[config.mk]
export PLATFORM = sky130hd
export DESIGN_NAME = xmodem_crc_block_receiver_top
export DESIGN_NICKNAME = d
export VERILOG_FILES = /design/src/hdl/xcrc_pkg.sv /design/src/hdl/xcrc_queue.sv /design/src/hdl/xcrc_front.sv /design/src/hdl/xcrc_back.sv /design/src/hdl/xmodem_crc_block_receiver_top.sv
export VERILOG_INCLUDE_DIRS = /design/src /design/src/hdl
export SDC_FILE = /design/constraint.sdc
export NUM_CORES = 1
export LEC_CHECK = 0
export BUFFER_PORTS_ARGS = -buffer_cell sky130_fd_sc_hd__buf_2
export CORE_AREA = 2 2 318 320
export DETAILED_ROUTE_END_ITERATION = 6
export DIE_AREA = 0 0 320 322
export PLACE_DENSITY = 0.69
export SYNTH_ARGS = -nofsm -noshare
export SYNTH_HDL_FRONTEND = slang
export SYNTH_SLANG_ARGS = --single-unit
[constraint.sdc]
create_clock -name clk -period 12.3 [get_ports clk]
set_clock_uncertainty 0.15 [all_clocks]
set_input_delay 1.23 -clock clk [delete_from_list [all_inputs] [get_ports clk]]
set_output_delay 1.23 -clock clk [all_outputs]
set_load 0.02 [all_outputs]
[src/hdl/xmodem_crc_block_receiver_top_macros.svh]
// ----------------------------------------------------------------------------
// XMODEM-CRC block receiver assertion macros
// Immediate-consequence and next-cycle checks, clocked on clk, off in reset.
// ----------------------------------------------------------------------------
`ifndef XMODEM_CRC_BLOCK_RECEIVER_TOP_MACROS_SVH
`define XMODEM_CRC_BLOCK_RECEIVER_TOP_MACROS_SVH

// check cons in the same cycle as ante
`define XCRC_ASSERT_IMPLIES(label, ante, cons) \
    label: assert property (@(posedge clk) disable iff (!rst_n) (ante) |-> (cons)) \
        else $error("xcrc same-cycle check failed");

// check cons in the cycle after ante
`define XCRC_ASSERT_NEXT(label, ante, cons) \
    label: assert property (@(posedge clk) disable iff (!rst_n) (ante) |=> (cons)) \
        else $error("xcrc next-cycle check failed");

`endif

[src/hdl/xcrc_pkg.sv]
// ----------------------------------------------------------------------------
// XMODEM-CRC receiver package
// Shared codes, byte values and the command word passed from front to back.
// ----------------------------------------------------------------------------
`default_nettype none

package xcrc_pkg;

    localparam logic [1:0] REPLY_NONE = 2'd0;
    localparam logic [1:0] REPLY_ACK  = 2'd1;
    localparam logic [1:0] REPLY_NAK  = 2'd2;

    localparam logic [1:0] STATUS_IDLE = 2'd0;
    localparam logic [1:0] STATUS_RECV = 2'd1;
    localparam logic [1:0] STATUS_DONE = 2'd2;
    localparam logic [1:0] STATUS_FAIL = 2'd3;

    localparam logic [7:0] BYTE_EOT = 8'h04;
    localparam logic [7:0] BYTE_CAN = 8'h18;
    localparam logic [7:0] BYTE_NAK = 8'h15;
    localparam logic [7:0] BYTE_C   = 8'h43;
    localparam logic [7:0] BYTE_END_NUM  = 8'hFF;
    localparam logic [7:0] BYTE_END_COMP = 8'h00;

    localparam logic [15:0] CRC_POLY = 16'h1021;

    localparam logic REG_FLASH_BASE = 1'b0;

    localparam int QUEUE_DEPTH = 2;

    typedef struct packed {
        logic        burst;
        logic [1:0]  reply;
        logic [1:0]  status;
        logic [23:0] base;
    } xcrc_cmd_t;

endpackage

`default_nettype wire

[src/hdl/xcrc_queue.sv]
// ----------------------------------------------------------------------------
// XMODEM-CRC command queue
// Short FIFO of command words between the byte front end and the result back end.
// ----------------------------------------------------------------------------
`default_nettype none

module xcrc_queue
    import xcrc_pkg::*;
(
    input  wire logic      clk,
    input  wire logic      rst_n,
    input  wire logic      push,
    input  wire xcrc_cmd_t push_cmd,
    output logic           full,
    input  wire logic      pop,
    output xcrc_cmd_t      pop_cmd,
    output logic           empty
);

    localparam int PTR_W = $clog2(QUEUE_DEPTH);
    localparam int CNT_W = $clog2(QUEUE_DEPTH + 1);

    xcrc_cmd_t             slot_reg [QUEUE_DEPTH];
    logic [PTR_W-1:0]      wr_ptr_reg, wr_ptr_next;
    logic [PTR_W-1:0]      rd_ptr_reg, rd_ptr_next;
    logic [CNT_W-1:0]      count_reg, count_next;
    logic                  do_push, do_pop;

    assign full    = (count_reg == CNT_W'(QUEUE_DEPTH));
    assign empty   = (count_reg == '0);
    assign pop_cmd = slot_reg[rd_ptr_reg];
    assign do_push = push && !full;
    assign do_pop  = pop && !empty;

    always_comb
    begin
        wr_ptr_next = wr_ptr_reg;
        rd_ptr_next = rd_ptr_reg;
        count_next  = count_reg;
        if (do_push)
        begin
            wr_ptr_next = (wr_ptr_reg == PTR_W'(QUEUE_DEPTH - 1)) ? '0 : wr_ptr_reg + 1'b1;
        end
        if (do_pop)
        begin
            rd_ptr_next = (rd_ptr_reg == PTR_W'(QUEUE_DEPTH - 1)) ? '0 : rd_ptr_reg + 1'b1;
        end
        if (do_push && !do_pop)
        begin
            count_next = count_reg + 1'b1;
        end
        else if (do_pop && !do_push)
        begin
            count_next = count_reg - 1'b1;
        end
    end

    always_ff @(posedge clk or negedge rst_n)
    begin
        if (!rst_n)
        begin
            wr_ptr_reg <= '0;
            rd_ptr_reg <= '0;
            count_reg  <= '0;
        end
        else
        begin
            wr_ptr_reg <= wr_ptr_next;
            rd_ptr_reg <= rd_ptr_next;
            count_reg  <= count_next;
        end
    end

    always_ff @(posedge clk)
    begin
        if (do_push)
        begin
            slot_reg[wr_ptr_reg] <= push_cmd;
        end
    end

endmodule

`default_nettype wire

[src/hdl/xcrc_front.sv]
// ----------------------------------------------------------------------------
// XMODEM-CRC receiver front end
// Accepts bytes, tracks link mode and frame position, runs the CRC, stores
// payload bytes and issues one command word per byte.
// ----------------------------------------------------------------------------
`default_nettype none

module xcrc_front
    import xcrc_pkg::*;
#(
    parameter int BLOCK_BYTES = 128,
    parameter int POS_W       = $clog2(BLOCK_BYTES + 5)
)
(
    input  wire logic             clk,
    input  wire logic             rst_n,
    input  wire logic [23:0]      flash_base,
    input  wire logic             in_valid,
    output logic                  in_stall,
    input  wire logic [7:0]       rx_byte,
    output logic                  push,
    output xcrc_cmd_t             cmd,
    input  wire logic             q_full,
    input  wire logic             burst_done,
    output logic                  mem_we,
    output logic [POS_W-1:0]      mem_idx,
    output logic [7:0]            mem_data
);

    localparam int FRAME_LEN = BLOCK_BYTES + 5;

    typedef enum logic [3:0]
    {
        MODE_IDLE = 4'b0001,
        MODE_RECV = 4'b0010,
        MODE_DONE = 4'b0100,
        MODE_FAIL = 4'b1000
    } mode_t;

    mode_t             mode_reg, mode_next;
    logic [POS_W-1:0]  pos_reg, pos_next;
    logic [7:0]        exp_reg, exp_next;
    logic [7:0]        hnum_reg, hnum_next;
    logic [7:0]        hcomp_reg, hcomp_next;
    logic [15:0]       rcheck_reg, rcheck_next;
    logic [15:0]       crc_reg, crc_next;
    logic              busy_reg, busy_next;
    logic              accept;
    logic              is_data;
    logic [7:0]        exp_m1;
    logic [31:0]       blk_off;
    logic [23:0]       blk_base;

    function automatic logic [15:0] crc16_byte(input logic [15:0] c, input logic [7:0] d);
        logic [15:0] r;
        r = c ^ {d, 8'h00};
        for (int b = 0; b < 8; b++)
        begin
            r = r[15] ? ((r << 1) ^ CRC_POLY) : (r << 1);
        end
        return r;
    endfunction

    function automatic logic [1:0] mode_status(input mode_t m);
        logic [1:0] s;
        case (m)
            MODE_IDLE: s = STATUS_IDLE;
            MODE_RECV: s = STATUS_RECV;
            MODE_DONE: s = STATUS_DONE;
            MODE_FAIL: s = STATUS_FAIL;
            default:   s = STATUS_IDLE;
        endcase
        return s;
    endfunction

    assign in_stall = q_full || busy_reg;
    assign accept   = in_valid && !in_stall;
    assign push     = accept;
    assign mem_idx  = pos_reg - POS_W'(3);
    assign mem_data = rx_byte;
    assign is_data  = (pos_reg >= POS_W'(3)) && (pos_reg < POS_W'(BLOCK_BYTES + 3));
    assign exp_m1   = exp_reg - 8'd1;
    assign blk_off  = 32'(exp_m1) * 32'(BLOCK_BYTES);
    assign blk_base = 24'(32'(flash_base) + blk_off);

    always_comb
    begin
        mode_next   = mode_reg;
        pos_next    = pos_reg;
        exp_next    = exp_reg;
        hnum_next   = hnum_reg;
        hcomp_next  = hcomp_reg;
        rcheck_next = rcheck_reg;
        crc_next    = crc_reg;
        busy_next   = busy_reg;
        mem_we      = 1'b0;
        cmd.burst   = 1'b0;
        cmd.reply   = REPLY_NONE;
        cmd.base    = '0;
        if (burst_done)
        begin
            busy_next = 1'b0;
        end
        if (accept)
        begin
            case (mode_reg)
                MODE_IDLE:
                begin
                    if (rx_byte == BYTE_NAK || rx_byte == BYTE_C)
                    begin
                        mode_next = MODE_RECV;
                        pos_next  = '0;
                        exp_next  = 8'd1;
                        crc_next  = '0;
                    end
                end
                MODE_RECV:
                begin
                    if (pos_reg == '0 && rx_byte == BYTE_EOT)
                    begin
                        mode_next = MODE_DONE;
                        cmd.reply = REPLY_ACK;
                    end
                    else if (pos_reg == '0 && rx_byte == BYTE_CAN)
                    begin
                        mode_next = MODE_FAIL;
                    end
                    else
                    begin
                        if (pos_reg == POS_W'(1))
                        begin
                            hnum_next = rx_byte;
                        end
                        else if (pos_reg == POS_W'(2))
                        begin
                            hcomp_next = rx_byte;
                        end
                        else if (is_data)
                        begin
                            mem_we   = 1'b1;
                            crc_next = crc16_byte(crc_reg, rx_byte);
                        end
                        else if (pos_reg >= POS_W'(BLOCK_BYTES + 3))
                        begin
                            rcheck_next = {rcheck_reg[7:0], rx_byte};
                        end
                        if (pos_reg != POS_W'(FRAME_LEN - 1))
                        begin
                            pos_next = pos_reg + 1'b1;
                        end
                        else
                        begin
                            pos_next = '0;
                            crc_next = '0;
                            if (hnum_reg == exp_reg && hcomp_reg == ~exp_reg)
                            begin
                                if (rcheck_next == crc_reg)
                                begin
                                    cmd.burst = 1'b1;
                                    cmd.reply = REPLY_ACK;
                                    cmd.base  = blk_base;
                                    exp_next  = exp_reg + 8'd1;
                                    busy_next = 1'b1;
                                end
                                else
                                begin
                                    cmd.reply = REPLY_NAK;
                                end
                            end
                            else if (hnum_reg == BYTE_END_NUM && hcomp_reg == BYTE_END_COMP)
                            begin
                                mode_next = MODE_DONE;
                                cmd.reply = REPLY_ACK;
                            end
                        end
                    end
                end
                default:
                begin
                end
            endcase
        end
        cmd.status = mode_status(mode_next);
    end

    always_ff @(posedge clk or negedge rst_n)
    begin
        if (!rst_n)
        begin
            mode_reg   <= MODE_IDLE;
            pos_reg    <= '0;
            exp_reg    <= 8'd1;
            hnum_reg   <= '0;
            hcomp_reg  <= '0;
            rcheck_reg <= '0;
            crc_reg    <= '0;
            busy_reg   <= 1'b0;
        end
        else
        begin
            mode_reg   <= mode_next;
            pos_reg    <= pos_next;
            exp_reg    <= exp_next;
            hnum_reg   <= hnum_next;
            hcomp_reg  <= hcomp_next;
            rcheck_reg <= rcheck_next;
            crc_reg    <= crc_next;
            busy_reg   <= busy_next;
        end
    end

endmodule

`default_nettype wire

[src/hdl/xcrc_back.sv]
// ----------------------------------------------------------------------------
// XMODEM-CRC receiver back end
// Holds the payload memory, drains command words and drives the result
// output register, expanding a good frame into flash write words and an ACK.
// ----------------------------------------------------------------------------
`default_nettype none

module xcrc_back
    import xcrc_pkg::*;
#(
    parameter int BLOCK_BYTES = 128,
    parameter int POS_W       = $clog2(BLOCK_BYTES + 5)
)
(
    input  wire logic              clk,
    input  wire logic              rst_n,
    input  wire logic              q_empty,
    input  wire xcrc_cmd_t         q_cmd,
    output logic                   pop,
    input  wire logic              mem_we,
    input  wire logic [POS_W-1:0]  mem_idx,
    input  wire logic [7:0]        mem_data,
    output logic                   burst_done,
    output logic                   out_valid,
    input  wire logic              out_stall,
    output logic [1:0]             reply_code,
    output logic                   write_valid,
    output logic [23:0]            write_address,
    output logic [63:0]            write_data,
    output logic [1:0]             link_status,
    output logic                   last_result
);

    localparam int WORDS   = BLOCK_BYTES / 8;
    localparam int WORD_AW = $clog2(WORDS);

    typedef enum logic [3:0]
    {
        ST_IDLE = 4'b0001,
        ST_LOAD = 4'b0010,
        ST_EMIT = 4'b0100,
        ST_ACK  = 4'b1000
    } state_t;

    logic [63:0]         mem [WORDS];
    logic [63:0]         rdata_reg;

    state_t              state_reg, state_next;
    logic [WORD_AW-1:0]  word_reg, word_next;
    logic [23:0]         base_reg, base_next;
    logic [1:0]          status_reg, status_next;
    logic                ovalid_reg, ovalid_next;
    logic [1:0]          reply_reg, reply_next;
    logic                wv_reg, wv_next;
    logic [23:0]         addr_reg, addr_next;
    logic [63:0]         data_reg, data_next;
    logic [1:0]          ostat_reg, ostat_next;
    logic                last_reg, last_next;
    logic                out_free;

    assign out_free      = !ovalid_reg || !out_stall;
    assign out_valid     = ovalid_reg;
    assign reply_code    = reply_reg;
    assign write_valid   = wv_reg;
    assign write_address = addr_reg;
    assign write_data    = data_reg;
    assign link_status   = ostat_reg;
    assign last_result   = last_reg;

    always_ff @(posedge clk)
    begin
        if (mem_we)
        begin
            mem[mem_idx[3 +: WORD_AW]][8 * mem_idx[2:0] +: 8] <= mem_data;
        end
        rdata_reg <= mem[word_reg];
    end

    always_comb
    begin
        state_next  = state_reg;
        word_next   = word_reg;
        base_next   = base_reg;
        status_next = status_reg;
        ovalid_next = ovalid_reg && out_stall;
        reply_next  = reply_reg;
        wv_next     = wv_reg;
        addr_next   = addr_reg;
        data_next   = data_reg;
        ostat_next  = ostat_reg;
        last_next   = last_reg;
        pop         = 1'b0;
        burst_done  = 1'b0;
        case (state_reg)
            ST_IDLE:
            begin
                if (!q_empty && out_free)
                begin
                    pop = 1'b1;
                    if (q_cmd.burst)
                    begin
                        base_next   = q_cmd.base;
                        status_next = q_cmd.status;
                        word_next   = '0;
                        state_next  = ST_LOAD;
                    end
                    else
                    begin
                        ovalid_next = 1'b1;
                        reply_next  = q_cmd.reply;
                        wv_next     = 1'b0;
                        addr_next   = '0;
                        data_next   = '0;
                        ostat_next  = q_cmd.status;
                        last_next   = 1'b1;
                    end
                end
            end
            ST_LOAD:
            begin
                state_next = ST_EMIT;
            end
            ST_EMIT:
            begin
                if (out_free)
                begin
                    ovalid_next = 1'b1;
                    reply_next  = REPLY_NONE;
                    wv_next     = 1'b1;
                    addr_next   = 24'(base_reg + (24'(word_reg) << 3));
                    data_next   = rdata_reg;
                    ostat_next  = status_reg;
                    last_next   = 1'b0;
                    if (word_reg == WORD_AW'(WORDS - 1))
                    begin
                        state_next = ST_ACK;
                    end
                    else
                    begin
                        word_next  = word_reg + 1'b1;
                        state_next = ST_LOAD;
                    end
                end
            end
            ST_ACK:
            begin
                if (out_free)
                begin
                    ovalid_next = 1'b1;
                    reply_next  = REPLY_ACK;
                    wv_next     = 1'b0;
                    addr_next   = '0;
                    data_next   = '0;
                    ostat_next  = status_reg;
                    last_next   = 1'b1;
                    burst_done  = 1'b1;
                    state_next  = ST_IDLE;
                end
            end
            default:
            begin
                state_next = ST_IDLE;
            end
        endcase
    end

    always_ff @(posedge clk or negedge rst_n)
    begin
        if (!rst_n)
        begin
            state_reg  <= ST_IDLE;
            word_reg   <= '0;
            ovalid_reg <= 1'b0;
        end
        else
        begin
            state_reg  <= state_next;
            word_reg   <= word_next;
            ovalid_reg <= ovalid_next;
        end
    end

    always_ff @(posedge clk)
    begin
        base_reg   <= base_next;
        status_reg <= status_next;
        reply_reg  <= reply_next;
        wv_reg     <= wv_next;
        addr_reg   <= addr_next;
        data_reg   <= data_next;
        ostat_reg  <= ostat_next;
        last_reg   <= last_next;
    end

endmodule

`default_nettype wire

[src/hdl/xmodem_crc_block_receiver_top.sv]
// ----------------------------------------------------------------------------
// XMODEM-CRC block receiver
// Receives XMODEM-CRC frames byte by byte, checks number and CRC-16, and
// produces flash write words and ACK/NAK replies.
//
// Channel   Direction  Handshake               Word
// rx        in         in_valid / in_stall     rx_byte
// result    out        out_valid / out_stall   reply_code .. last_result
// config    in         APB psel/penable        flash_base_address at 0x0
//
// One byte per cycle while no flash burst is in progress and the queue is not full.
// After a good frame's last byte the input stalls until the burst ends with
// its ACK: each write word takes one payload memory read
// and one output load.
// Every byte yields one command word through a two-entry queue.
// Reset clears all control state; no clearing pass is needed.
// A stalled output holds its word; the queue lets bytes continue meanwhile until it is full.
// ----------------------------------------------------------------------------
`default_nettype none

`include "xmodem_crc_block_receiver_top_macros.svh"

module xmodem_crc_block_receiver_top
    import xcrc_pkg::*;
#(
    parameter int BLOCK_BYTES = 128
)
(
    input  wire logic         clk,
    input  wire logic         rst_n,
    input  wire logic         psel,
    input  wire logic         penable,
    input  wire logic         pwrite,
    input  wire logic [2:0]   paddr,
    input  wire logic [31:0]  pwdata,
    output logic [31:0]       prdata,
    output logic              pready,
    input  wire logic         in_valid,
    output logic              in_stall,
    input  wire logic [7:0]   rx_byte,
    output logic              out_valid,
    input  wire logic         out_stall,
    output logic [1:0]        reply_code,
    output logic              write_valid,
    output logic [23:0]       write_address,
    output logic [63:0]       write_data,
    output logic [1:0]        link_status,
    output logic              last_result
);

    localparam int POS_W = $clog2(BLOCK_BYTES + 5);

    logic [23:0]       flash_base_reg, flash_base_next;
    logic              cfg_write;
    logic              q_push, q_full, q_pop, q_empty;
    xcrc_cmd_t         push_cmd, pop_cmd;
    logic              burst_done;
    logic              mem_we;
    logic [POS_W-1:0]  mem_idx;
    logic [7:0]        mem_data;

    assign pready    = 1'b1;
    assign cfg_write = psel && penable && pwrite && pready;
    assign prdata    = (paddr[2] == REG_FLASH_BASE) ? {8'h00, flash_base_reg} : '0;

    always_comb
    begin
        flash_base_next = flash_base_reg;
        if (cfg_write && paddr[2] == REG_FLASH_BASE)
        begin
            flash_base_next = pwdata[23:0];
        end
    end

    always_ff @(posedge clk or negedge rst_n)
    begin
        if (!rst_n)
        begin
            flash_base_reg <= '0;
        end
        else
        begin
            flash_base_reg <= flash_base_next;
        end
    end

    xcrc_front #(
        .BLOCK_BYTES (BLOCK_BYTES),
        .POS_W       (POS_W)
    ) u_front (
        .clk        (clk),
        .rst_n      (rst_n),
        .flash_base (flash_base_reg),
        .in_valid   (in_valid),
        .in_stall   (in_stall),
        .rx_byte    (rx_byte),
        .push       (q_push),
        .cmd        (push_cmd),
        .q_full     (q_full),
        .burst_done (burst_done),
        .mem_we     (mem_we),
        .mem_idx    (mem_idx),
        .mem_data   (mem_data)
    );

    xcrc_queue u_queue (
        .clk      (clk),
        .rst_n    (rst_n),
        .push     (q_push),
        .push_cmd (push_cmd),
        .full     (q_full),
        .pop      (q_pop),
        .pop_cmd  (pop_cmd),
        .empty    (q_empty)
    );

    xcrc_back #(
        .BLOCK_BYTES (BLOCK_BYTES),
        .POS_W       (POS_W)
    ) u_back (
        .clk           (clk),
        .rst_n         (rst_n),
        .q_empty       (q_empty),
        .q_cmd         (pop_cmd),
        .pop           (q_pop),
        .mem_we        (mem_we),
        .mem_idx       (mem_idx),
        .mem_data      (mem_data),
        .burst_done    (burst_done),
        .out_valid     (out_valid),
        .out_stall     (out_stall),
        .reply_code    (reply_code),
        .write_valid   (write_valid),
        .write_address (write_address),
        .write_data    (write_data),
        .link_status   (link_status),
        .last_result   (last_result)
    );

    `XCRC_ASSERT_IMPLIES(a_write_fields, out_valid && write_valid, reply_code == REPLY_NONE && !last_result && link_status == STATUS_RECV)
    `XCRC_ASSERT_IMPLIES(a_plain_fields, out_valid && !write_valid, write_address == '0 && write_data == '0 && last_result)
    `XCRC_ASSERT_IMPLIES(a_burst_holds_input, out_valid && !last_result, in_stall)
    `XCRC_ASSERT_NEXT(a_stall_holds, out_valid && out_stall, out_valid && $stable(write_data) && $stable(last_result))

endmodule

`default_nettype wire
* Word level (Yosys, flattened, before mapping) *
Memories as Yosys holds them, arrays and structs flattened. A register that Yosys moved wholly into a read port is not among the register bits.
Cells that the tools add are included.

cells by class
  eq/ne operators = 38
  bitwise operators = 14
  shift-type cells = 2
  add/subtract/negate cells = 12
  reductions and logical operators = 45
  $lt $le $gt $ge = 3
  muxes and demuxes = 133

operator list
  cell                                                    count
  2-to-1 mux 64 bit                                       5
  2-to-1 mux 24 bit                                       12
  2-to-1 mux 16 bit                                       15
  one-hot mux 64 bit (3 select lines)                     1
  2-to-1 mux 13 bit                                       8
  2-to-1 mux 8 bit                                        10
  one-hot mux 24 bit (3 select lines)                     1
  2-to-1 mux 4 bit                                        16
  variable shift 8 x 34 -> 64 bit (first input constant)  1
  variable part select 8 x 34 -> 64 bit                   1
  2-to-1 mux 1 bit                                        37
  negation 6 -> 34 bit                                    1
  one-hot mux 16 bit (2 select lines)                     1
  one-hot mux 8 bit (2 select lines)                      2
  adder 24 x 15 -> 24 bit                                 1
  adder 24 x 7 -> 24 bit                                  1
  2-to-1 mux 2 bit                                        12
  NOT 3 bit                                               8
  AND reduction 5 bit                                     4
  adder 8 x 1 -> 8 bit (second input constant)            2
  equality test 16 bit                                    1
  equality test 8 x 5 -> 1 bit (second input constant)    2
  equality test 8 bit                                     2
  zero test 8 bit                                         2
  other kinds (45)                                        101

word-level totals
  output and inout port bits = 129
  memories = 2
  bits in writable memories = 1082
  register bits after elaboration = 226

memories
  memory            words  width  rd ports  clocked after Yosys merged registers in  wr ports  line              text
  u_back.mem        16     64     1         1                                        1         xcrc_back.sv:45   logic [63:0] mem [WORDS];
  u_queue.slot_reg  2      29     1         0                                        1         xcrc_queue.sv:23  xcrc_cmd_t slot_reg [QUEUE_DEPTH];

* Logic depth before layout (Yosys ltp) *
Gate-level depths: netlist of the first run.

  depth after elaboration = 24
  depth in mapped cells = 13
  depth with buffers taken out = 12

* By module *
From an unflattened synthesis of the first run, not the netlist that was laid out.

second synthesis, totals
  cells, all modules = 3245
  area, all modules = 55011.5 µm²

by module, submodules not included
  module                         area each (µm²)  cells each  seq. area each (µm²)  times used
  xcrc_back                      46525.9          2523        35860.6               1
  xcrc_front                     4850.9           525         1729.2                1
  xcrc_queue                     2407.3           109         1841.8                1
  xmodem_crc_block_receiver_top  1227.4           88          600.6                 1

* Worst setup path before layout of the first run *
OpenSTA, ideal clock, no wires.

  path kind = register to register
  start point = reg u_back.state_reg[3]
  end point = reg u_back.last_reg, in the netlist u_back.last_result, enable pin
  period minus slack after synthesis = 9.058 ns
  required time = 11.460 ns
  path buffers = 2
  stages on the path, launching flop included = 7
  library setup time = 0.690 ns
  arrival = 8.218 ns
  path slack = 3.242 ns
  cells stage by stage = dfrtp_1 nand2b_1 or3_1 clkbuf_1 and2_1 clkbuf_1 a221oi_1

between the ends
  word-level cells in the longest chain between the ends = 3
  elaborated cells between the ends (all ways) = 9
  classes of those cells = eq/ne: 7; reduce/logical: 2

ends and longest elaborated chain
  item                                                                           line              text
  start: declaration                                                             xcrc_back.sv:48   state_t state_reg, state_next;
  start signal: assignment                                                       xcrc_back.sv:177  state_reg <= state_next;
  equality test 4 bit, or another cell as far along                              xcrc_back.sv:94   case (state_reg)
  inequality test 2 x 1 -> 1 bit (no source line), or another cell as far along  --
  AND reduction 5 bit (no source line) *                                         --
  end signal: assignment                                                         xcrc_back.sv:192  last_reg <= last_next;
  end: declaration                                                               xcrc_back.sv:58   logic last_reg, last_next;

Mark *: on every way between the ends. The rest lies on a longest branch, timed or not.
A chain may end at the register's enable or synchronous reset.

* Worst setup path after layout of the first run *
  start point = reg u_front.pos_reg[0]
  end point = mem u_back.mem[14][4], enable pin

between the ends
  word-level cells in the longest chain between the ends = 11
  elaborated cells between the ends (all ways) = 20
  classes of those cells = add/sub: 2; order compare: 2; eq/ne: 2; shift: 1; mux: 9; reduce/logical: 4

ends and longest elaborated chain
  item                                                           line               text
  start: declaration                                             xcrc_front.sv:41   logic [POS_W-1:0] pos_reg, pos_next;
  start signal: assignment                                       xcrc_front.sv:202  pos_reg <= pos_next;
  branches (longest 11 deep; another with negation 6 -> 34 bit)  --
  end: declaration                                               xcrc_back.sv:45

Parallel ways; which one is timed is not known.

==> results of run 1 <==
[metrics by stage]
step | hold WS, ns | util, %
global route | 0.221 | 61.1
floorplan | 0.309 | -
CTS | 0.194 | 61.1
global placement | 0.326 | 56.5
finish | 0.228 | 61.1
detailed placement | 0.337 | 56.5
[critical path, cell delays in order, from the launching register on]
cell	delay [ns]
dfrtp_1	0.62
ha_1	0.53
xor2_1	0.35
ha_1	0.39
nor4b_2	0.91
nand2_1	0.55
nor2_1	1.01
[synth_stat cells, drive strengths merged (41+ instances only)]
| library cell | n |
|---|---|
| and2 | 139 |
| edfxtp | 1202 |
| o21ai | 41 |
| mux2 | 83 |
| mux4 | 320 |
| dfxtp | 64 |
| clkbuf | 97 |
| buf | 51 |
| nor2 | 213 |
| nand2 | 90 |
| xnor2 | 68 |
| dfrtp | 103 |
[power by group through the flow]
stage	Sequential, uW	Clock, uW	Combinational [uW]
6_report	5420	4190	868
5_1_grt	5450	4440	934
4_1_cts	5430	4250	886
3_5_place_dp	5520	0	881
3_3_place_gp	5510	0	867
2_1_floorplan	5720	0	397
[per-layer routing]
| metal | GRT usage, % | up-vias |
|---|---|---|
| li1 | - | 11600 |
| met1 | 29.9 | 13700 |
| met2 | 36.4 | 858 |
| met3 | 4.50 | 168 |
| met4 | 6.06 | 0 |
| met5 | 0 | - |
[area by class of cell]
type,count,area share [%]
antenna,1,0.00411
clock buffer,178,6.21
clock inverter,80,1.28
inverter,40,0.247
multi-input combinational,1293,22.2
sequential,1372,65.8
tap,1298,2.67
timing repair buffer,180,1.59
[kinds of logic after synthesis]
group | after synthesis | share of synthesized area (%)
flops | 1372 | 73.8
simple gates | 628 | 5.97
mux | 412 | 15.2
buf+inv | 188 | 1.42
compound gates | 120 | 1.43
xor+xnor | 100 | 1.61
fa+ha+maj | 24 | 0.581
other cells | 2 | 0.0138
[final timing paths]
check	to	slack, ns	cells after the start
max	u_back.mem[14][4]	7.39	6
min	flash_base_reg[14]	0.23	1
max reg2reg	u_back.mem[14][4]	7.39	6
min reg2reg	u_back.write_data[17]	0.35	1
max in group asynchronous	u_back.word_reg[3]	10.24	2
min in group clk	u_back.write_data[17]	0.35	1
==> results.yml, run 1 <==
cts:
  cts-buffers-inserted: 139
  cts_resized: 0
  cts_hold_buf: 0
  post_cts_buffers: 0
  clk_latency_ns: 0.75
  cts_num_sinks: 1372
  cts_max_level: 4
  clkTransAtPathRegs_ns: 0.06
  cts-root-buf: "clkbuf_16"
  cts_buffer_depth: 3
  cts_tree: "built"
floorplanning:
  core_area_mm2: 0.0996
  io_pins: 179
  die-width_um: 320
  die_y_um: 322
  fp-row-count: 116
  start_util_pct: 54.5
  die-area_mm2: 0.103
route:
  wl_met3_um: 7190
  drcViolationCount: 0
  drtIter0Drc: 2821
  drtPass1Iterations: 6
  routed_via_density: 5.92
  routedLengthMet1_um: 45800
  finalWirelength_um: 111000
  dr_wl_met2_um: 55800
  vias: 26300
  highest_layer: "met4"
  wl_per_cell_um: 25.0
  ant_nets: 0
layout:
  syn_to_final_growth_pct: 12.2
  mostFrequentLayoutCell: "edfxtp_1"
  fill_cells: 6982
  final_cell_mix: "edfxtp_1, mux4_2, nor2_1"
  nets: 3100
  multiInputGateArea_mm2: 0.0135
  drive_gt1_share_pct: 26.4
  largest_reg_flops: 1024
  register_area_mm2: 0.0400
  stdcell_area_mm2: 0.0609
  fin_cells: 4442
yosys:
  syn_area_mm2: 0.0543
  yosys_most_used_dff: "edfxtp_1"
  synth_area_leaders: "edfxtp_1, mux4_2, dfrtp_1"
  ys_seq_area_share_pct: 73.8
  synth.top_cell.area_share_pct: 66.5
  synth_cell_types: 70
  async_reset_ff_share_pct: 7.73
  ys_warn_count: 0
  synth_edf_count: 1202
  synth_top_area_cell: "edfxtp_1"
  synth-seq-cells: 1372
  syn_inst: 2846
  syn_area_per_cell_um2: 19.1
power_and_ir_drop:
  switchingPower_uw: 2440
  p_leak_uw: 0.0174
  seq_power_share_pct: 51.8
  intPower_uw: 8040
  power_frac_clock_pct: 39.9
  combinationalPowerShare_pct: 8.3
  p_per_area_mw_per_mm2: 172
  swShare_pct: 23.3
  power.total_uw: 10500
  ir_drop_v: 0.000117
worst_hold_path:
  hp-class: "in -> async"
placed_design:
  gp_congestion: 0.825
  pre_cts_slack_ns: 7.22
  portBuffers: 159
  numPlacedInstances: 4183
  dp_hpwl_um: 69400
  dpl_cell_area_mm2: 0.0563
run:
  maxCapViolCount: 0
sta:
  period_needed_ns: 4.91
  setup_tns_ns: 0
  rsz0062_at_grt: "false"
  drv_slew: 0
  finalSetupViolCount: 0
  setup_slack_ns: 7.39
  fmax_mhz: 204
  hold_viol: 0
  slew_headroom_pct: 8.06
  worstMarginPinSlew_ns: 1.36
  final.period_utilization_pct: 39.9
worst_setup_path:
  start_kind: "flip-flop"
  crit_arrival_ns: 5.12
  worstSetupPathType: "reg -> reg"
  critPathRequiredTime_ns: 12.51
  path_max_fanout: 16
  cp-end-kind: "flip-flop"
  r2r-start: "u_front.pos_reg[0]"
  crit_start: "u_front.pos_reg[0]"
global_route:
  grt_pass1_wl_um: 168000
  grt.total_usage_pct: 21.9
  antenna_found_initial: 2
  overflow: 0
  grt_max_degree: 107
  grt_pass1_vias: 27200
status:
  run_status: "completed"
Power figures use the tool's default switching activity.
==> inputs of run 2 (changes only) <==
Settings changed: PLACE_DENSITY 0.69 to 0.72.
Clock period 12.3 ns to 4.1 ns, I/O delays scaled along.
==> run 2 against run 1 <==
Effect of this change: sequential share of layout area fell by 1.8 points; maximum frequency increased by 28%; cell count grew 4.5%; cell area increased by 2.8%; sequential power grew to 3.0 times the previous value; count of clock-buffer cells in the layout stayed put; register-to-register slack worse by 7.1 ns; non-clock buffer count rose by 200; core utilization rose by 1.7 points; combinational power rose to 3.1 times the previous value; worst hold slack got worse by 0.18 ns; critical path type unchanged.
==> results.yml, run 2 (synthesis results as in run 1) <==
status:
  run_status: "completed"
worst_setup_path:
  worstSetupPathType: "reg -> reg"
  crit_start: "u_front.pos_reg[0]"
  cp-end-kind: "flip-flop"
  critPathRequiredTime_ns: 4.40
  crit_arrival_ns: 4.15
  r2r_cells: 10
  start_kind: "flip-flop"
  r2r_slack_ns: 0.25
  path_max_fanout: 16
  worstSetupEndpoint: "u_back.mem[3][60]"
  r2r-start: "u_front.pos_reg[0]"
  timing.rr.end: "u_back.mem[3][60]"
placed_design:
  dp_hpwl_um: 72500
  numPlacedInstances: 4353
  portBuffers: 159
  gp_congestion: 0.835
route:
  finalWirelength_um: 116000
  vias: 27400
  ant_nets: 0
  drcViolationCount: 0
  wl_per_cell_um: 25.1
  routed_via_density: 5.90
  drtPass1Iterations: 5
  drtIter0Drc: 2864
cts:
  clk_latency_ns: 0.74
  post_cts_buffers: 0
  cts_num_sinks: 1372
  cts-root-buf: "clkbuf_16"
  cts_tree: "built"
  clkTransAtPathRegs_ns: 0.06
  cts-buffers-inserted: 138
  cts_buffer_depth: 3
  cts_max_level: 4
sta:
  worstMarginPinSlew_ns: 1.21
  drv_slew: 0
  rsz0062_at_grt: "false"
  finalSetupViolCount: 0
  slew_headroom_pct: 19.5
  setup_tns_ns: 0
  period_needed_ns: 3.85
  hold_viol: 0
  fmax_mhz: 260
  final.period_utilization_pct: 93.9
floorplanning:
  io_pins: 179
  die-width_um: 320
  fp-row-count: 116
  die_y_um: 322
  start_util_pct: 54.5
  core_area_mm2: 0.0996
  die-area_mm2: 0.103
layout:
  syn_to_final_growth_pct: 15.4
  fin_cells: 4643
  mostFrequentLayoutCell: "edfxtp_1"
  drive_gt1_share_pct: 29.7
  nets: 3299
  final_cell_mix: "edfxtp_1, mux4_2, nor2_1"
  largest_reg_flops: 1024
power_and_ir_drop:
  p_per_area_mw_per_mm2: 507
  ir_drop_v: 0.000403
  p_leak_uw: 0.0185
run:
  maxCapViolCount: 0
global_route:
  grt.total_usage_pct: 23.0
  grt_pass1_vias: 28300
  grt_pass1_wl_um: 175000
  grt_max_degree: 172
  antenna_found_initial: 6
  overflow: 0
worst_hold_path:
  hp-class: "in -> reg"
run 2: stage by stage:
stage	utilization (%)	cell area [um^2]	setup WS [ns]	hold WS [ns]	total power (uW)
4_1_cts	62.9	62600	0.371	0.0176	32000
6_report	62.9	62600	0.252	0.0528	31700
3_5_place_dp	57.9	57600	0.368	0.339	19200
3_3_place_gp	57.9	57600	0.498	0.340	19200
5_1_grt	62.9	62600	0.0627	0.0510	32700
2_1_floorplan	-	54300	-0.0394	-0.0356	18300
run 2: final cells by class:
class	count	area, um^2
multi-input combinational	1293	13500
timing repair buffer	380	2610
tap	1298	1620
clock inverter	76	842
clock buffer	178	3790
fill	6758	37000
sequential	1372	40000
inverter	40	150
antenna	6	15.0
run 2: layer usage:
layer | track usage (%) | up-vias | part of all wire, %
li1 | - | 12000 | -
met1 | 30.8 | 14300 | 40
met2 | 38.2 | 958 | 50
met3 | 4.62 | 203 | 6.7
met4 | 7.64 | 4 | 2.7
met5 | 0 | - | 0.024
run 2: how the worst min path moves through the flow:
stage               slack (ns)                 endpoint  cells past startpoint                 start
floorplan                -0.04        flash_base_reg[0]                      0                 rst_n
global placement          0.34    u_back.write_data[43]                      1  u_back.rdata_reg[43]
detailed placement        0.34    u_back.write_data[40]                      1  u_back.rdata_reg[40]
CTS                       0.02  u_queue.slot_reg[0][26]                      4            rx_byte[4]
global route              0.05  u_queue.slot_reg[0][26]                      4            rx_byte[4]
finish                    0.05  u_queue.slot_reg[0][26]                      4            rx_byte[4]
run 2: critical path, cell delays in order (launching register included):
cell and delay (ns):
dfrtp_1 0.46, inv_1 0.10, ha_1 0.31, nor4b_1 0.19, and4_1 0.24, o21ai_1 0.26, and3_1 0.38, nor3b_1 0.39
nand2_1 0.47, nor2_1 0.37, buf_4 0.22
run 2: what timing repair did:
| item | CTS | global route |
|---|---|---|
| endpoints found under the hold margin | 87 | 0 |
| hold buffers | 30 | 0 |
| resized for setup | 0 | 0 |
run 2: power breakdown:
part / switching [uW] / internal [uW] / leakage (uW)
clock: 5180 / 7610 / 0.00227
sequential: 306 / 16000 / 0.0109
combinational: 1750 / 908 / 0.00530
==> inputs of run 3 (changes only) <==
Settings changed: ABC_AREA from default to 1, CORE_AREA 2 2 318 320 to 2 2 321 323, DIE_AREA 0 0 320 322 to 0 0 323 325.
==> run 3 against run 2 <==
Effect of this change: routed wire length up 17%; clock power barely moved; non-clock buffer count is 67 higher; cell count grew 38%; synthesized cell count increased by 62%; critical endpoint is now u_back.mem[12][25]; flip-flop and latch count unchanged; via count grew 36%; global-route usage increased by 2.7 points; cell area increased by 1.9%; first-iteration DRC count grew 38%.
==> results.yml, run 3 <==
yosys:
  synth-seq-cells: 1372
  synth_area_leaders: "edfxtp_1, nor2_1, o21ai_0"
  ys_warn_count: 0
  synthTopCellsByCount: "edfxtp_1, nor2_1, o21ai_0, nand2_1"
  yosys_most_used_dff: "edfxtp_1"
  syn_area_per_cell_um2: 12.0
  synth_top_area_cell: "edfxtp_1"
  synth.most_common_cell: "edfxtp_1"
  syn_inst: 4605
  synth_cell_types: 49
  synth.top_cell.area_share_pct: 65.3
  ys_seq_area_share_pct: 72.4
  syn_area_mm2: 0.0553
  synth_edf_count: 1202
  async_reset_ff_share_pct: 7.73
floorplanning:
  io_pins: 179
  die-area_mm2: 0.105
  die-width_um: 323
  fp-row-count: 117
  die_y_um: 325
  start_util_pct: 54.6
  core_area_mm2: 0.101
power_and_ir_drop:
  power_frac_clock_pct: 35.5
  seq_power_share_pct: 46.8
  intPower_uw: 25300
  power.total_uw: 35700
  p_leak_uw: 0.0218
  p_per_area_mw_per_mm2: 559
  combinationalPowerShare_pct: 17.8
  switchingPower_uw: 10300
  ir_drop_v: 0.000573
  swShare_pct: 29.0
sta:
  fmax_mhz: 273
  rsz0062_at_grt: "false"
  worstMarginPinSlew_ns: 1.14
  hold_viol: 0
  setup_tns_ns: 0
  period_needed_ns: 3.67
  final.period_utilization_pct: 89.4
  finalSetupViolCount: 0
  holdWs_ns: 0.0600
  slew_headroom_pct: 24.0
  drv_slew: 0
layout:
  final_cell_mix: "edfxtp_1, nor2_1, o21ai_0"
  nets: 4999
  mostFrequentLayoutCell: "edfxtp_1"
  syn_to_final_growth_pct: 15.3
  final_core_util_pct: 62.9
  multiInputGateArea_mm2: 0.0134
  register_area_mm2: 0.0400
  n_antenna_cell: 0
  fill_cells: 7596
  fin_cells: 6404
  drive_gt1_share_pct: 13.6
  largest_reg_flops: 1024
cts:
  clk_latency_ns: 0.74
  cts_num_sinks: 1372
  cts_buffer_depth: 3
  cts_max_level: 4
  cts-root-buf: "clkbuf_16"
  clkTransAtPathRegs_ns: 0.06
  cts_tree: "built"
  cts_resized: 0
  cts-buffers-inserted: 139
route:
  routed_via_density: 5.80
  drcViolationCount: 0
  ant_nets: 0
  wl_per_cell_um: 21.2
  finalWirelength_um: 136000
  drtPass1Iterations: 6
  drtIter0Drc: 3961
  vias: 37200
run:
  maxCapViolCount: 0
worst_setup_path:
  cp-end-kind: "flip-flop"
  r2r_cells: 11
  crit_arrival_ns: 3.88
  timing.rr.end: "u_back.mem[12][25]"
  critPathRequiredTime_ns: 4.31
  start_kind: "flip-flop"
  r2r-start: "u_front.pos_reg[0]"
  worstSetupEndpoint: "u_back.mem[12][25]"
  r2r_slack_ns: 0.43
  worstSetupPathType: "reg -> reg"
  crit_start: "u_front.pos_reg[0]"
  path_max_fanout: 16
status:
  run_status: "completed"
placed_design:
  gp_congestion: 0.908
  numPlacedInstances: 6125
  dp_hpwl_um: 82400
  portBuffers: 159
global_route:
  grt_max_degree: 229
  grt.total_usage_pct: 25.7
  antenna_found_initial: 1
  grt_pass1_vias: 35600
  grt_pass1_wl_um: 206000
  overflow: 0
worst_hold_path:
  hp-class: "in -> reg"
  min_path_cells: 3
run 3: changes by cell type after synthesis, sizes merged, moves of 118 or more:
cell | previous run | this run
mux4 | 320 | 0
inv | 39 | 225
and2 | 139 | 0
o21ai | 41 | 599
nor2 | 213 | 931
nand2 | 90 | 465
nand3 | 23 | 219
o22ai | 5 | 149
clkbuf | 97 | 215
run 3: kinds of logic after synthesis:
group | Yosys count | synth area share, %
xor+xnor | 49 | 0.776
flops | 1372 | 72.4
buf+inv | 502 | 3.58
simple gates | 1692 | 12.7
compound gates | 962 | 9.96
mux | 2 | 0.0362
fa+ha+maj | 24 | 0.570
other cells | 2 | 0.0136
run 3: what timing repair did:
item                      in CTS  in global routing
hold endpoints to repair      84                  0
setup buffers                  0                  0
hold buffers                  27                  0
run 3: layer usage:
layer | wire [um] | share of wire (%) | global-route usage [%]
met5 | 11 | 0.0081 | 0
met4 | 5550 | 4.1 | 11.1
met3 | 11900 | 8.8 | 4.93
met2 | 64700 | 48 | 41.1
met1 | 53500 | 39 | 34.7
run 3: power by group through the flow:
| stage | combinational (uW) | clock (uW) | sequential [uW] |
|---|---|---|---|
| finish | 6330 | 12600 | 16700 |
| detailed placement | 6300 | 0 | 17000 |
| floorplan | 3590 | 0 | 17400 |
| global route | 6900 | 13300 | 16800 |
| global placement | 6160 | 0 | 17000 |
| CTS | 6350 | 12800 | 16700 |
run 3: worst min-delay path by stage:
stage	startpoint	to	slack [ns]
global route	rx_byte[2]	u_front.hcomp_reg[2]	0.08
global placement	u_front.rcheck_reg[11]	u_front.rcheck_reg[11]	0.31
detailed placement	u_front.rcheck_reg[15]	u_front.rcheck_reg[15]	0.31
finish	in_valid	u_queue.wr_ptr_reg	0.06
CTS	in_valid	u_queue.wr_ptr_reg	0.03
floorplan	rst_n	flash_base_reg[0]	-0.04
run 3: area by class of cell:
type                            count  area share, %
Clock inverter                     73           1.15
Tap cell                         1368           2.68
Inverter                          227           1.36
Clock buffer                      179           6.05
Sequential cell                  1372           62.8
Timing Repair Buffer              447           4.94
Multi-Input combinational cell   2738           21.0
run 3: worst max-delay path, cell delays in order, from the launching register on:
cell and delay (ns):
dfrtp_1 0.45, clkinv_1 0.25, ha_1 0.41, nand2_1 0.13, nor2_1 0.07, nand2_1 0.12, nand2_1 0.12, nor2_4 0.11
inv_2 0.16, nor2_8 0.35, nand3_4 0.30, nor2_1 0.63
run 3: metrics by stage:
step / setup WS, ns / cell area, um^2
floorplan: 0.713 / 55400
global placement: 0.581 / 58900
detailed placement: 0.500 / 58900
CTS: 0.473 / 63800
global route: 0.259 / 63800
finish: 0.435 / 63800
